[config.mk]
export PLATFORM = sky130hd
export DESIGN_NAME = pls_queue
export DESIGN_NICKNAME = d
export VERILOG_FILES = /design/src/pls_pkg.sv /design/src/pls_queue.sv
export SDC_FILE = /design/constraint.sdc
export NUM_CORES = 1
export LEC_CHECK = 0
export BUFFER_PORTS_ARGS = -buffer_cell sky130_fd_sc_hd__buf_2
export CAP_MARGIN = 20
export CORE_MARGIN = 5
export CORE_UTILIZATION = 50
export CTS_CLUSTER_DIAMETER = 150
export CTS_CLUSTER_SIZE = 40
export DETAILED_ROUTE_END_ITERATION = 10
export GPL_ROUTABILITY_DRIVEN = 0
export GPL_TIMING_DRIVEN = 0
export PLACE_DENSITY = 0.71
export REMOVE_ABC_BUFFERS = 1
export SLEW_MARGIN = 10
export SYNTH_ARGS = -nofsm -noshare
export SYNTH_HDL_FRONTEND = slang
export SYNTH_SLANG_ARGS = --single-unit
[constraint.sdc]
create_clock -name clk_i -period 3 [get_ports clk_i]
set_input_delay 0.6 -clock clk_i [delete_from_list [all_inputs] [get_ports clk_i]]
set_output_delay 0.6 -clock clk_i [all_outputs]
set_load 0.01 [all_outputs]
[src/pls_pkg.sv]
// Shared types and constants for the point light pixel shader.
package pls_pkg;

  localparam int unsigned PixW   = 32;
  localparam int unsigned CoordW = 12;
  localparam int unsigned LightW = 14;
  localparam int unsigned FixW   = 32;
  localparam int unsigned ColW   = 8;
  localparam int unsigned IdxW   = 3;
  localparam int unsigned InW    = 56;
  localparam int unsigned DeltaW = 15;
  localparam int unsigned SqW    = 28;
  localparam int unsigned D2W    = 29;
  localparam int unsigned DenW   = 62;
  localparam int unsigned DivW   = 41;
  localparam int unsigned KW     = 24;
  localparam int unsigned QDepth = 4;
  localparam int unsigned QPtrW  = 2;
  localparam int unsigned QCntW  = 3;

  localparam logic [IdxW-1:0] RegLightX = 3'd0;
  localparam logic [IdxW-1:0] RegLightY = 3'd1;
  localparam logic [IdxW-1:0] RegScale  = 3'd2;
  localparam logic [IdxW-1:0] RegInvInt = 3'd3;
  localparam logic [IdxW-1:0] RegRed    = 3'd4;
  localparam logic [IdxW-1:0] RegGreen  = 3'd5;
  localparam logic [IdxW-1:0] RegBlue   = 3'd6;

  typedef struct packed {
    logic [PixW-1:0]   pixel;
    logic [CoordW-1:0] column;
    logic [CoordW-1:0] row;
    logic              bypass;
  } item_t;

  typedef struct packed {
    logic signed [LightW-1:0] light_x;
    logic signed [LightW-1:0] light_y;
    logic [FixW-1:0]          scale;
    logic [FixW-1:0]          inv_int;
    logic [ColW-1:0]          red;
    logic [ColW-1:0]          green;
    logic [ColW-1:0]          blue;
  } light_cfg_t;

endpackage

[src/pls_queue.sv]
// Short queue between the front and the shading pipeline.
module pls_queue import pls_pkg::*; (
  input  logic  clk_i,
  input  logic  rst_ni,
  input  logic  push_valid_i,
  output logic  push_ready_o,
  input  item_t push_item_i,
  output logic  pop_valid_o,
  input  logic  pop_ready_i,
  output item_t pop_item_o
);

  item_t             mem_q [QDepth];
  logic [QPtrW-1:0]  wr_q, rd_q;
  logic [QCntW-1:0]  cnt_q;
  logic              push, pop;

  assign push_ready_o = cnt_q != QCntW'(QDepth);
  assign pop_valid_o  = cnt_q != '0;
  assign push         = push_valid_i & push_ready_o;
  assign pop          = pop_valid_o & pop_ready_i;
  assign pop_item_o   = mem_q[rd_q];

  always_ff @(posedge clk_i or negedge rst_ni) begin
    if (!rst_ni) begin
      wr_q  <= '0;
      rd_q  <= '0;
      cnt_q <= '0;
    end else begin
      if (push) wr_q <= wr_q + 1'b1;
      if (pop) rd_q <= rd_q + 1'b1;
      if (push & ~pop) cnt_q <= cnt_q + 1'b1;
      else if (pop & ~push) cnt_q <= cnt_q - 1'b1;
    end
  end

  always_ff @(posedge clk_i) begin
    if (push) mem_q[wr_q] <= push_item_i;
  end

endmodule

# [After elaboration in Yosys (flattened, before gate mapping)]
# Memory sizes are Yosys's and may differ from the RTL's.
# Cells that the tools add are included.
[classes] bitwise=6 muxes=4 n_eq_ne=1 addsub=4 n_reduce_logical=2
[ops] cell="3-bit 2-to-1 mux" n=2
[ops] cell="2-bit by 1-bit adder with 2-bit output, second input constant" n=2
[ops] cell="1-bit AND" n=4
[ops] cell="3-bit by 1-bit adder with 3-bit output, second input constant" n=1
[ops] cell="3-bit != test, second input constant" n=1
[ops] cell="3-bit nonzero test" n=1
[ops] cell="3-bit by 1-bit subtractor with 3-bit output, second input constant" n=1
[ops] cell="1-bit 2-to-1 mux" n=2
[ops] cell="1-bit inverter" n=2
[ops] cell="2-bit nonzero test" n=1
[word_totals] memories=1 regBits=7 out_inout_bits=59 inputBits=61 ramBits=228 wordCells=21
[memory_table] name="mem_q" words=4 width=57 read_ports=1 rd_clocked_by_memory_dff=0 wr=1 line="pls_queue.sv:13" text="item_t mem_q [QDepth];"

# [Logic depth before layout (Yosys ltp)]
[logic_depth] word_depth=6 ltp_mapped=8

# [Least setup slack after synthesis]
# OpenSTA, ideal clock, no wires.
[synth_path] path_type="input to register" start="input port push_valid_i" end="memory mem_q[0][0] (netlist name), enable pin" slack_ns=0.325 n_path_buf=0 setup_ns=0.421 stages=2 t_arrival_ns=2.254 path_cell_list="a21boi_2 and2_1"
[synth_via] elab_chain_cells=3
[synth_lines] item="start, declared" line="pls_queue.sv:5" text="input logic push_valid_i,"
[synth_lines] item="1-bit AND" line="pls_queue.sv:20" text="assign push = push_valid_i & push_ready_o;"
[synth_lines] item="1-bit 2-to-1 mux" line="pls_queue.sv:38" text="if (push) mem_q[wr_q] <= push_item_i;"
[synth_lines] item="1-bit 2-to-1 mux (not written as such)" line="pls_queue.sv:38"
[synth_lines] item="end, declared" line="pls_queue.sv:13"
# Every way passes these cells.

==> flow_metrics.py <==
metrics = {
    "route": {
        "drt_iter0_markers": 250,
        "ant_nets": 0,
        "vias": 3681,
        "firstDrtPassIters": 4,
        "wl_per_cell_um": 20.9,
        "route.detailed.drc": 0,
        "avgViaCountPerCell": 5.39,
        "wirelength_mm": 14.3,
    },
    "sta": {
        "setup_viol": 0,
        "setup_ws_ns": 0.190,
        "period_needed_ns": 2.81,
        "max_slew_margin_pct": 70.9,
        "slew_violations": 0,
        "holdWs_ns": 0.336,
        "hold_viol_final": 0,
        "tightest_slew_ns": 0.437,
        "finalClockSkew_ns": 0.0105,
        "rsz0062_at_grt": "no",
        "fmax_mhz": 356,
        "finalCritPeriodShare_pct": 93.7,
    },
    "worst_hold_path": {
        "hp-class": "input pin to flop",
    },
    "run": {
        "drv_cap": 0,
    },
    "power": {
        "power_leakage_nw": 3.31,
        "p_per_area_mw_per_mm2": 911,
        "p_total_mw": 8.98,
        "peakVddDrop_mv": 0.720,
    },
    "yosys": {
        "ys_warn_count": 0,
        "synth_top_area_share_pct": 79.2,
        "yosys.area.top_type": "edfxtp_1",
        "yosysSeqAreaShare_pct": 81.2,
        "avgSynthCellArea_um2": 26.0,
        "ys_types": 20,
        "synth_area_leaders": "edfxtp_1 (79%), mux4_2 (15%), dfrtp_1 (2.0%)",
        "postSynthCellCount": 333,
        "ys_seq_elements": 235,
        "syn_area_mm2": 0.00864,
    },
    "cells_and_area": {
        "area_growth_pct": 14.1,
        "antenna_cells": 0,
        "final_common_cell": "edfxtp_1",
        "nFillCells": 1269,
        "drive_above_1_share_pct": 44.1,
        "finalNonFillerCells": 683,
        "layout_common_cells": "edfxtp_1 (228), buf_2 (119), mux4_2 (57), clkbuf_16 (9), buf_16 (6)",
        "layout.nets": 525,
    },
    "grt": {
        "grt_max_degree": 51,
        "grt_first_pass_wirelength_mm": 22.4,
        "antenna_found_initial": 1,
        "grt_overflow": 0,
        "grt_usage_pct": 14.4,
        "grt_pass1_vias": 4028,
    },
    "die": {
        "fp-row-count": 48,
        "coreArea_mm2": 0.0171,
        "dieArea_mm2": 0.0200,
        "start_util_pct": 50.5,
        "dieWidth_um": 141,
        "die_y_um": 141,
        "num_io_pins": 120,
    },
    "cts": {
        "root_buffer": "clkbuf_16",
        "cts.sinks": 235,
        "clkTransAtPathRegs_ns": 0.13,
        "htreeDepth": 1,
        "cts_tree": "yes",
        "cts.path.max_buffers": 3,
        "cts_buffers": 9,
        "cts_resized": 0,
        "insertion_delay_ns": 0.47,
    },
    "placed_design": {
        "placement.io_buffers": 119,
        "placed_cells": 670,
        "place_hpwl_mm": 8.76,
        "dp_slack_ns": 0.412,
    },
    "worst_setup_path": {
        "ff2ff_setup_slack_ns": 0.75,
        "critPathCaptureType": "output port",
        "critPathArrivalTime_ns": 2.21,
        "cp_max_fo": 26,
        "critPathKind": "flop to output port",
        "critPathRequiredTime_ns": 2.40,
        "cp-start-kind": "flop",
    },
    "status": {
        "status": "finished clean",
    },
}
==> power breakdown <==
| part | internal, mW | switching (mW) |
|---|---|---|
| Clock | 0.557 | 0.861 |
| Combinational | 1.46 | 1.50 |
| Sequential | 4.34 | 0.263 |
| Total | 6.36 | 2.62 |
==> area by class of cell <==
class | count | area (µm²) | share of cell area [%]
Tap cell | 225 | 282 | 2.85
Inverter | 3 | 11.3 | 0.114
Clock inverter | 1 | 7.51 | 0.0761
Sequential cell | 235 | 7030 | 71.3
Timing Repair Buffer | 127 | 791 | 8.02
Multi-Input combinational cell | 82 | 1510 | 15.3
Clock buffer | 10 | 229 | 2.32
==> metrics by stage <==
step | TNS, ns | cell area (µm²) | util, %
6_report | 0 | 9860 | 57.6
5_1_grt | 0 | 9860 | 57.6
3_5_place_dp | 0 | 9600 | 56.1
3_3_place_gp | -302.38 | 9410 | 55.0
2_1_floorplan | -35.84 | 8540 | -
4_1_cts | 0 | 9860 | 57.6
==> flip-flops by register name, summed over array words and instances, names as in the netlist <==
signal / count
cnt_q: 3
mem_q: 228
rd_q: 2
wr_q: 2
==> synthesized netlist by cell type, drive strengths merged <==
cell type / number
ha: 5
or3: 1
nor2: 2
a21boi: 1
edfxtp: 228
buf: 13
nand2: 2
dfrtp: 7
fa: 1
mux4: 57
inv: 3
xor2: 2
and2: 4
mux2: 2
xnor2: 4
nand3: 1
==> critical path: stages, from the launching register on <==
cell     delay [ns]
dfrtp_4        0.73
buf_16         0.28
mux4_2         0.55
buf_2          0.16
==> worst paths after layout <==
check,from,to,cells after the start
max in group asynchronous,rst_ni,rd_q[1],2
min reg2reg,cnt_q[2],cnt_q[2],1
max reg2reg,cnt_q[0],cnt_q[2],8
max,rd_q[0],pop_item_o[8],3
min,push_item_i[33],mem_q[1][33],1
min in group asynchronous,rst_ni,rd_q[0],2
==> timing repair <==
action	CTS	global route
hold endpoints to repair	7	0
setup endpoints to repair	26	0
buffers inserted	1	0
hold buffers	1	0
==> cell families after synthesis <==
kind of cell / share of synthesized area, %
xor+xnor: 0.608
fa+ha+maj: 0.955
compound gates: 0.130
mux: 15.1
simple gates: 0.593
flops: 81.2
buf+inv: 1.37
==> per-layer routing <==
metal	vias up	GRT usage (%)	wire (µm)
li1	1648	-	-
met1	1919	19.3	6050
met2	94	25.3	7290
met3	18	2.97	742
met4	2	2.47	204
met5	-	0	13
Power figures use the tool's default switching activity.
