[src/pls_pkg.sv]
// Shared types and constants for the point light pixel shader.
package pls_pkg;

  localparam int unsigned PixW   = 32;
  localparam int unsigned CoordW = 12;
  localparam int unsigned LightW = 14;
  localparam int unsigned FixW   = 32;
  localparam int unsigned ColW   = 8;
  localparam int unsigned IdxW   = 3;
  localparam int unsigned InW    = 56;
  localparam int unsigned DeltaW = 15;
  localparam int unsigned SqW    = 28;
  localparam int unsigned D2W    = 29;
  localparam int unsigned DenW   = 62;
  localparam int unsigned DivW   = 41;
  localparam int unsigned KW     = 24;
  localparam int unsigned QDepth = 4;
  localparam int unsigned QPtrW  = 2;
  localparam int unsigned QCntW  = 3;

  localparam logic [IdxW-1:0] RegLightX = 3'd0;
  localparam logic [IdxW-1:0] RegLightY = 3'd1;
  localparam logic [IdxW-1:0] RegScale  = 3'd2;
  localparam logic [IdxW-1:0] RegInvInt = 3'd3;
  localparam logic [IdxW-1:0] RegRed    = 3'd4;
  localparam logic [IdxW-1:0] RegGreen  = 3'd5;
  localparam logic [IdxW-1:0] RegBlue   = 3'd6;

  typedef struct packed {
    logic [PixW-1:0]   pixel;
    logic [CoordW-1:0] column;
    logic [CoordW-1:0] row;
    logic              bypass;
  } item_t;

  typedef struct packed {
    logic signed [LightW-1:0] light_x;
    logic signed [LightW-1:0] light_y;
    logic [FixW-1:0]          scale;
    logic [FixW-1:0]          inv_int;
    logic [ColW-1:0]          red;
    logic [ColW-1:0]          green;
    logic [ColW-1:0]          blue;
  } light_cfg_t;

endpackage

[src/pls_front.sv]
// Input stage: takes transfers and marks shadowed pixels for pass-through.
module pls_front import pls_pkg::*; (
  input  logic           clk_i,
  input  logic           rst_ni,
  input  logic           in_valid_i,
  output logic           in_ready_o,
  input  logic [InW-1:0] in_data_i,
  output logic           out_valid_o,
  input  logic           out_ready_i,
  output item_t          out_item_o
);

  logic  valid_q, valid_d;
  item_t item_q, item_d;
  logic  take;

  assign in_ready_o  = ~valid_q | out_ready_i;
  assign take        = in_valid_i & in_ready_o;
  assign out_valid_o = valid_q;
  assign out_item_o  = item_q;

  always_comb begin
    valid_d = valid_q;
    item_d  = item_q;
    if (take) begin
      valid_d       = 1'b1;
      item_d.pixel  = in_data_i[PixW-1:0];
      item_d.column = in_data_i[PixW+CoordW-1:PixW];
      item_d.row    = in_data_i[PixW+2*CoordW-1:PixW+CoordW];
      item_d.bypass = |in_data_i[PixW-1:0];
    end else if (out_ready_i) begin
      valid_d = 1'b0;
    end
  end

  always_ff @(posedge clk_i or negedge rst_ni) begin
    if (!rst_ni) begin
      valid_q <= 1'b0;
    end else begin
      valid_q <= valid_d;
    end
  end

  always_ff @(posedge clk_i) begin
    item_q <= item_d;
  end

endmodule

[config.mk]
export PLATFORM = sky130hd
export DESIGN_NAME = pls_front
export DESIGN_NICKNAME = d
export VERILOG_FILES = /design/src/pls_pkg.sv /design/src/pls_front.sv
export SDC_FILE = /design/constraint.sdc
export NUM_CORES = 1
export LEC_CHECK = 0
export ABC_AREA = 1
export BUFFER_PORTS_ARGS = -buffer_cell sky130_fd_sc_hd__buf_4
export CORE_MARGIN = 2
export CORE_UTILIZATION = 42
export DETAILED_ROUTE_END_ITERATION = 10
export HOLD_SLACK_MARGIN = 0.02
export PLACE_DENSITY = 0.78
export SYNTH_ARGS = -nofsm -noshare
export SYNTH_HDL_FRONTEND = slang
export SYNTH_SLANG_ARGS = --single-unit
export TNS_END_PERCENT = 5
[constraint.sdc]
create_clock -name clk_i -period 4.48 [get_ports clk_i]
set_clock_uncertainty 0.15 [all_clocks]
set_input_delay 0.224 -clock clk_i [delete_from_list [all_inputs] [get_ports clk_i]]
set_output_delay 0.224 -clock clk_i [all_outputs]
set_load 0.05 [all_outputs]
Yosys cells after proc, flatten, opt, wreduce, memory -nomap -nowiden
Index checks and enable logic that the tools add are counted.

Reductions and logical operators: 2. Multiplexer cells: 2. Bitwise operators: 3.

Operator list (number): 32-bit OR reduction (1); 1-bit two-way mux (2); 2-bit nonzero test (1); 1-bit AND (1); 1-bit inverter (1); 1-bit bitwise OR (1).

Output and inout port bits: 59. Bits of input ports: 60. Word-level logic and storage cells: 12. Bits in registers: 58.

Logic depth before layout (Yosys ltp)
Gate-level depths: netlist of run 1.

Depth in word-level cells: 4. Mapped depth: 6. Depth with buffers taken out: 6.

Worst setup path after synthesis of run 1
Ideal clock, no wire load.

Kind: reg2reg. Start point: register valid_q (netlist: out_valid_o). End point: register item_q, in the netlist out_item_o[0] (enable). Arrival: 3.447 ns. Library setup time: 0.490 ns. Slack: 0.393 ns. Cell stages (with the launch flop): 2. Data required time: 3.840 ns. Path through: dfrtp_1 a21oi_1.

Word-level cells in the longest chain between the ends: 3.

RTL lines: start, declared (RTL line pls_front.sv:13) `logic valid_q, valid_d;`; start signal, assigned (RTL line pls_front.sv:40) `valid_q <= valid_d;`; 1-bit inverter (RTL line pls_front.sv:17) `assign in_ready_o = ~valid_q | out_ready_i;`; 1-bit bitwise OR (RTL line pls_front.sv:17); 1-bit AND (RTL line pls_front.sv:18) `assign take = in_valid_i & in_ready_o;`; net take (RTL line pls_front.sv:15) `logic take;`; end signal, assigned (RTL line pls_front.sv:45) `item_q <= item_d;`; end, declared (RTL line pls_front.sv:14) `item_t item_q, item_d;`.

The timed path passes the listed nets, and every way through them passes these cells. A chain may end at the register's enable or synchronous reset.

Final worst setup path of run 1
Start point: input port in_valid_i. End point: register item_q, in the netlist out_item_o[13] (enable).

Word-level cells in the longest chain between the ends: 1.

RTL lines: start, declared (RTL line pls_front.sv:5) `input logic in_valid_i,`; 1-bit AND (RTL line pls_front.sv:18); net take (RTL line pls_front.sv:15).

The timed path passes the listed nets, and every way through them passes these cells.

==> results of run 1 <==
path summary, 6_finish.rpt:
| path | end | slack (ns) | depth (start not counted) |
|---|---|---|---|
| min in group clk_i | out_valid_o$_DFFE_PN0P_ | 0.07 | 4 |
| worst max register to register | out_item_o[13]$_DFFE_PP_ | 2.20 | 2 |
| worst min-delay path | out_valid_o$_DFFE_PN0P_ | 0.06 | 2 |
| worst min register to register | out_valid_o$_DFFE_PN0P_ | 0.47 | 2 |
| worst max-delay path | out_item_o[13]$_DFFE_PP_ | 2.08 | 5 |
| max in group asynchronous | out_valid_o$_DFFE_PN0P_ | 4.04 | 2 |
what timing repair did:
item	in CTS	in global routing
endpoints found under the setup margin	0	0
endpoints found under the hold margin	58	0
hold buffers	58	0
stage by stage:
step / area, sq um / power (W) / instances
2_1_floorplan: 1940 / 0.000773 / 108
6_report: 3660 / 0.00135 / 353
5_1_grt: 3660 / 0.00140 / 353
3_5_place_dp: 2910 / 0.000866 / 279
3_3_place_gp: 2910 / 0.000861 / 279
4_1_cts: 3660 / 0.00135 / 353
cells in the final DEF, fill, tap and decap left out:
cell             n
a21oi_4          1
and2_1           2
buf_4          119
bufinv_16        1
clkbuf_1         3
clkbuf_8         9
clkinv_1         2
clkinv_2         1
dfrtp_1          1
dlygate4sd3_1   58
edfxtp_1        57
inv_1           18
nand2_1         14
nand4_1          1
nor2_1          13
nor2_2           1
kinds of logic (layout without fill, tap and decap cells):
logic type             Yosys count  in the layout
buffers and inverters           18            211
DFF                             58             58
AOI/OAI and AO/OA                1              1
and+or+nand+nor                 31             31
power groups by stage:
stage | Clock [W] | Combinational [W] | Sequential, W
after floorplan | 0 | 0.0000194 | 0.000754
after global placement | 0 | 0.000210 | 0.000651
after detailed placement | 0 | 0.000214 | 0.000652
after CTS | 0.000451 | 0.000255 | 0.000641
after global routing | 0.000482 | 0.000269 | 0.000645
final | 0.000453 | 0.000259 | 0.000642
layout make-up:
type                       count  area (sq um)  share of cell area
sequential                    58          1740               0.474
timing repair buffer         177          1470               0.402
multi-input combinational     32           143              0.0389
clock buffer                  12           135              0.0369
inverter                      18          67.6              0.0184
tap                           52          65.1              0.0178
clock inverter                 4          42.5              0.0116
metal layers:
| metal | global-route usage | up-vias |
|---|---|---|
| met4 | 0.119 | 0 |
| li1 | - | 746 |
| met1 | 0.232 | 751 |
| met5 | 0 | - |
| met2 | 0.454 | 85 |
| met3 | 0.0759 | 18 |
sequential cells by signal, summed over array words and instances (netlist names):
name	cells
out_item_o	57
out_valid_o	1
worst max-delay path, stage by stage:
cell and delay (ns):
dlygate4sd3_1 0.53, buf_4 0.10, inv_1 0.06, a21oi_4 0.90, buf_4 0.44
==> flow_metrics.py, run 1 <==
metrics = {
    "power_and_ir_drop": {
        "vdd_drop_max_v": 0.000375,
        "clkPwrFrac": 0.335,
        "p_sw_frac": 0.269,
        "p_int_w": 0.000990,
        "p_seq_frac": 0.474,
        "power_switching_w": 0.000364,
        "comb_power_share": 0.191,
        "power.leakage_nw": 1.60,
        "p_per_area_nw_per_um2": 370,
    },
    "logic_synthesis": {
        "synth_area_sq_um": 1940,
        "synth_top_area_cell": "edfxtp_1",
        "ys_seq_elements": 58,
        "yosys-top-cells-area": "edfxtp_1, inv_1, nand2_1, nor2_1, dfrtp_1",
        "ys.warnings.count": 0,
        "yosys.area_share.simple": 0.0653,
        "ys_seq_area_frac": 0.897,
        "synth_top_area_frac": 0.884,
        "netlist-cell-type-count": 9,
        "syn_inst": 108,
        "synth.area.mux_share": 0,
        "synth_edf_count": 57,
        "synth-adder-area-share": 0,
        "syn-num-nets": 168,
        "synth_most_common_cell": "edfxtp_1",
        "synth_compound_area_frac": 0.00259,
        "synth_top_family_by_area": "simple AND/OR/NAND/NOR gates",
        "ys_async_sr_fraction": 0.0172,
        "synth_commonest_cells": "edfxtp_1, inv_1, nand2_1, nor2_1, and2_1",
        "synth_xor_area_frac": 0,
        "synth-main-ff-cell": "edfxtp_1",
        "syn-mean-instance-area_sq_um": 17.9,
    },
    "global_route": {
        "globalRoute.totalOverflow": 0,
        "grt_pass1_wl_um": 8800,
        "grt_usage": 0.240,
        "antenna_found_initial": 0,
        "grt_pass1_vias": 1783,
        "grt_max_degree": 38,
    },
    "cells_and_area": {
        "num-fill-cells": 216,
        "post-route-util": 0.836,
        "area_growth_pct": 89.3,
        "diodes": 0,
        "layout-drive-gt1-share": 0.439,
        "nNetsFinal": 356,
    },
    "route": {
        "via_count": 1600,
        "met2_length_um": 3410,
        "dr.max_layer_used": "met4",
        "ant_nets": 0,
        "met3_length_um": 388,
        "drt-initial-drc-count": 82,
        "wl_per_cell_um": 16.9,
        "first_pass_iters": 4,
        "vias_per_cell": 4.53,
        "drc": 0,
        "met1_length_um": 1960,
        "wl_um": 5980,
    },
    "floorplan": {
        "core_sq_um": 4380,
        "rows": 24,
        "fp.dieH_um": 71.9,
        "dieWidth_um": 71.9,
        "dieArea_sq_um": 5170,
        "num_io_pins": 119,
        "start_util": 0.441,
    },
    "sta": {
        "max_freq_mhz": 416,
        "layout_setup_ws_ns": 2.08,
        "maxSlewViolCount": 0,
        "finalCritPeriodShare": 0.536,
        "tightest_slew_ns": 1.20,
        "slew_headroom": 0.200,
        "finalCriticalPeriod_ns": 2.40,
        "setup_violations": 0,
        "holdWs_ns": 0.0599,
        "hold_viol": 0,
        "rsz0062_at_grt": "false",
        "finalSetupTns_ns": 0,
    },
    "critical_path": {
        "r2r-start": "out_valid_o$_DFFE_PN0P_",
        "cp-end-kind": "flop",
        "critPathKind": "input pin to flop",
        "worst_setup_path_start_kind": "input pin",
        "cp_max_fo": 37,
        "cp-startpoint": "in_valid_i",
        "worstPathRequired_ns": 4.34,
        "cp.arrival_ns": 2.26,
    },
    "clocking": {
        "clockBufferDepth": 2,
        "clk_latency_ns": 0.33,
        "postCtsResizedCells": 0,
        "cts-htree-levels": 3,
        "cts_sinks": 58,
        "cts_setup_buffers": 0,
        "cts_buffers": 9,
        "cts_root_buf": "clkbuf_8",
        "path_clk_slew_ns": 0.06,
        "cts_tree": "built",
    },
    "placed_design": {
        "io_buffers": 118,
        "hpwl_um": 3370,
        "post-place-ws_ns": 2.21,
        "routabilityCongestion": 0.732,
    },
    "run": {
        "maxCapViolCount": 0,
    },
    "run_status": {
        "status": "finished, final reports clean",
    },
    "worst_hold_path": {
        "hold_path_class": "input pin to asynchronous set/reset pin",
    },
}
No activity file was read; power rests on OpenSTA's default activity.
==> inputs of run 2 (changes only) <==
==> constraint.sdc (replaced) <==
create_clock -name clk_i -period 2.25 [get_ports clk_i]
set_clock_uncertainty 0.15 [all_clocks]
set_input_delay 0.1125 -clock clk_i [delete_from_list [all_inputs] [get_ports clk_i]]
set_output_delay 0.1125 -clock clk_i [all_outputs]
set_load 0.05 [all_outputs]
==> run 2 against run 1 <==
Net effect:
- wire length rose by 15%
- combinational power rose by 100%
- utilization rose by 0.63 points
- die area did not move
- worst setup slack got worse by 1.4 ns
- final cell count rose by 0.85%
- register-to-register slack got worse by 1.5 ns
- sequential share of layout area fell by 0.35 points
- clock power rose by 97%
- sequential cell count did not move
- highest routed layer unchanged
- critical path depth fell by 3
==> flow_metrics.py, run 2 (synthesis gave the netlist of run 1 again) <==
metrics = {
    "run_status": {
        "status": "finished, final reports clean",
    },
    "critical_path": {
        "critPathKind": "flop to flop",
        "cp.arrival_ns": 1.42,
        "r2r_cells": 2,
        "cp_max_fo": 41,
        "cp-end-kind": "flop",
        "r2r-start": "out_valid_o$_DFFE_PN0P_",
        "rrSetupSlack_ns": 0.65,
        "worst_setup_path_start_kind": "flop",
        "worstPathRequired_ns": 2.07,
        "r2r-end": "out_item_o[19]$_DFFE_PP_",
        "crit_slowest_cell": "buf_4",
        "critical_path.max_stage_delay_ns": 0.46,
        "worstPathCellList": "a21oi_4, buf_4",
    },
    "route": {
        "drc": 0,
        "wl_per_cell_um": 19.3,
        "wl_um": 6870,
        "ant_nets": 0,
        "first_pass_iters": 4,
        "via_count": 1656,
        "vias_per_cell": 4.65,
        "drt-initial-drc-count": 153,
    },
    "worst_hold_path": {
        "hp-start": "out_ready_i",
        "hold_depth": 4,
        "hold_path_class": "input pin to flop",
        "whs_endpoint": "out_item_o[37]$_DFFE_PP_",
    },
    "placed_design": {
        "hpwl_um": 3530,
        "routabilityCongestion": 0.720,
        "io_buffers": 118,
    },
    "clocking": {
        "path_clk_slew_ns": 0.06,
        "cts_sinks": 58,
        "cts_root_buf": "clkbuf_8",
        "clockBufferDepth": 2,
        "postCtsResizedCells": 0,
        "clk_latency_ns": 0.32,
        "cts-htree-levels": 3,
        "cts_buffers": 9,
        "cts_tree": "built",
        "cts_setup_buffers": 0,
    },
    "global_route": {
        "globalRoute.totalOverflow": 0,
        "grt_usage": 0.280,
        "antenna_found_initial": 1,
        "grt_max_degree": 42,
        "grt_pass1_wl_um": 9960,
        "grt_pass1_vias": 1806,
    },
    "cells_and_area": {
        "area_growth_pct": 90.7,
        "layout-drive-gt1-share": 0.442,
        "post-route-util": 0.842,
        "layout_commonest_cell": "buf_4",
        "final_cell_mix": "buf_4, dlygate4sd3_1, edfxtp_1",
        "nNetsFinal": 359,
        "num-fill-cells": 205,
        "largest_register_ffs": 57,
    },
    "floorplan": {
        "rows": 24,
        "num_io_pins": 119,
        "core_sq_um": 4380,
        "dieArea_sq_um": 5170,
        "fp.dieH_um": 71.9,
        "dieWidth_um": 71.9,
        "start_util": 0.441,
    },
    "power_and_ir_drop": {
        "power.leakage_nw": 1.62,
        "vdd_drop_max_v": 0.000534,
        "p_per_area_nw_per_um2": 733,
    },
    "sta": {
        "finalCriticalPeriod_ns": 1.60,
        "finalSetupTns_ns": 0,
        "tightest_slew_ns": 0.517,
        "maxSlewViolCount": 0,
        "slew_headroom": 0.655,
        "max_freq_mhz": 625,
        "hold_viol": 0,
        "rsz0062_at_grt": "false",
        "finalCritPeriodShare": 0.711,
        "setup_violations": 0,
    },
    "run": {
        "maxCapViolCount": 0,
    },
}
-- run 2: cell types whose count changed in the layout (fill, tap and decap cells not counted), sizes merged --
cell / previous run / this run
dlygate4sd3: 58 / 60
buf: 119 / 120
diode: 0 / 1
clkbuf: 12 / 11
-- run 2: worst max-delay path by stage --
stage,start,endpoint,slack [ns],cells past startpoint
CTS,out_valid_o$_DFFE_PN0P_,out_item_o[6]$_DFFE_PP_,0.67,2
finish,out_valid_o$_DFFE_PN0P_,out_item_o[19]$_DFFE_PP_,0.65,2
global placement,out_valid_o$_DFFE_PN0P_,out_item_o[2]$_DFFE_PP_,0.73,2
detailed placement,out_valid_o$_DFFE_PN0P_,out_item_o[2]$_DFFE_PP_,0.67,2
global route,in_valid_i,out_item_o[2]$_DFFE_PP_,0.58,5
floorplan,out_valid_o$_DFFE_PN0P_,out_item_o[0]$_DFFE_PP_,0.04,1
-- run 2: through the flow --
step | instance area [sq um] | cells | power [W] | hold WS, ns | setup slack [ns]
2_1_floorplan | 1950 | 108 | 0.00154 | -0.333 | 0.0380
3_3_place_gp | 2910 | 280 | 0.00172 | -0.261 | 0.728
5_1_grt | 3690 | 356 | 0.00279 | 0.311 | 0.580
4_1_cts | 3690 | 355 | 0.00268 | 0.291 | 0.665
3_5_place_dp | 2910 | 280 | 0.00173 | -0.259 | 0.674
6_report | 3690 | 356 | 0.00270 | 0.322 | 0.650
-- run 2: timing repair --
item	4_1_cts	5_1_grt
setup endpoints to repair	0	0
hold buffers	60	0
endpoints found under the hold margin	59	0
-- run 2: worst max-delay path: cells and delay by family, from the launching register on --
family / cells / cell delay, ns
buffers and inverters: 1 / 0.46
DFF: 1 / 0.43
AOI/OAI and AO/OA: 1 / 0.18
-- run 2: power breakdown --
group,total [W],switching (W),internal [W]
registers,0.00128,0.0000239,0.00126
logic,0.000527,0.000314,0.000213
clock network,0.000894,0.000396,0.000498
-- run 2: layout make-up --
type | instances | area (sq um) | share of cell area
Antenna cell | 1 | 2.50 | 0.000678
Clock buffer | 11 | 131 | 0.0356
Clock inverter | 4 | 43.8 | 0.0119
Inverter | 18 | 67.6 | 0.0183
Multi-Input combinational cell | 32 | 143 | 0.0386
Sequential cell | 58 | 1740 | 0.471
Tap cell | 52 | 65.1 | 0.0176
Timing Repair Buffer | 180 | 1500 | 0.407
-- run 2: routing by layer --
| metal | vias to the layer above | wire [um] | global-route usage |
|---|---|---|---|
| met1 | 792 | 2430 | 0.296 |
| met3 | 18 | 599 | 0.104 |
| met5 | - | 0 | 0 |
| met2 | 95 | 3640 | 0.495 |
| met4 | 0 | 197 | 0.126 |
| li1 | 751 | - | - |
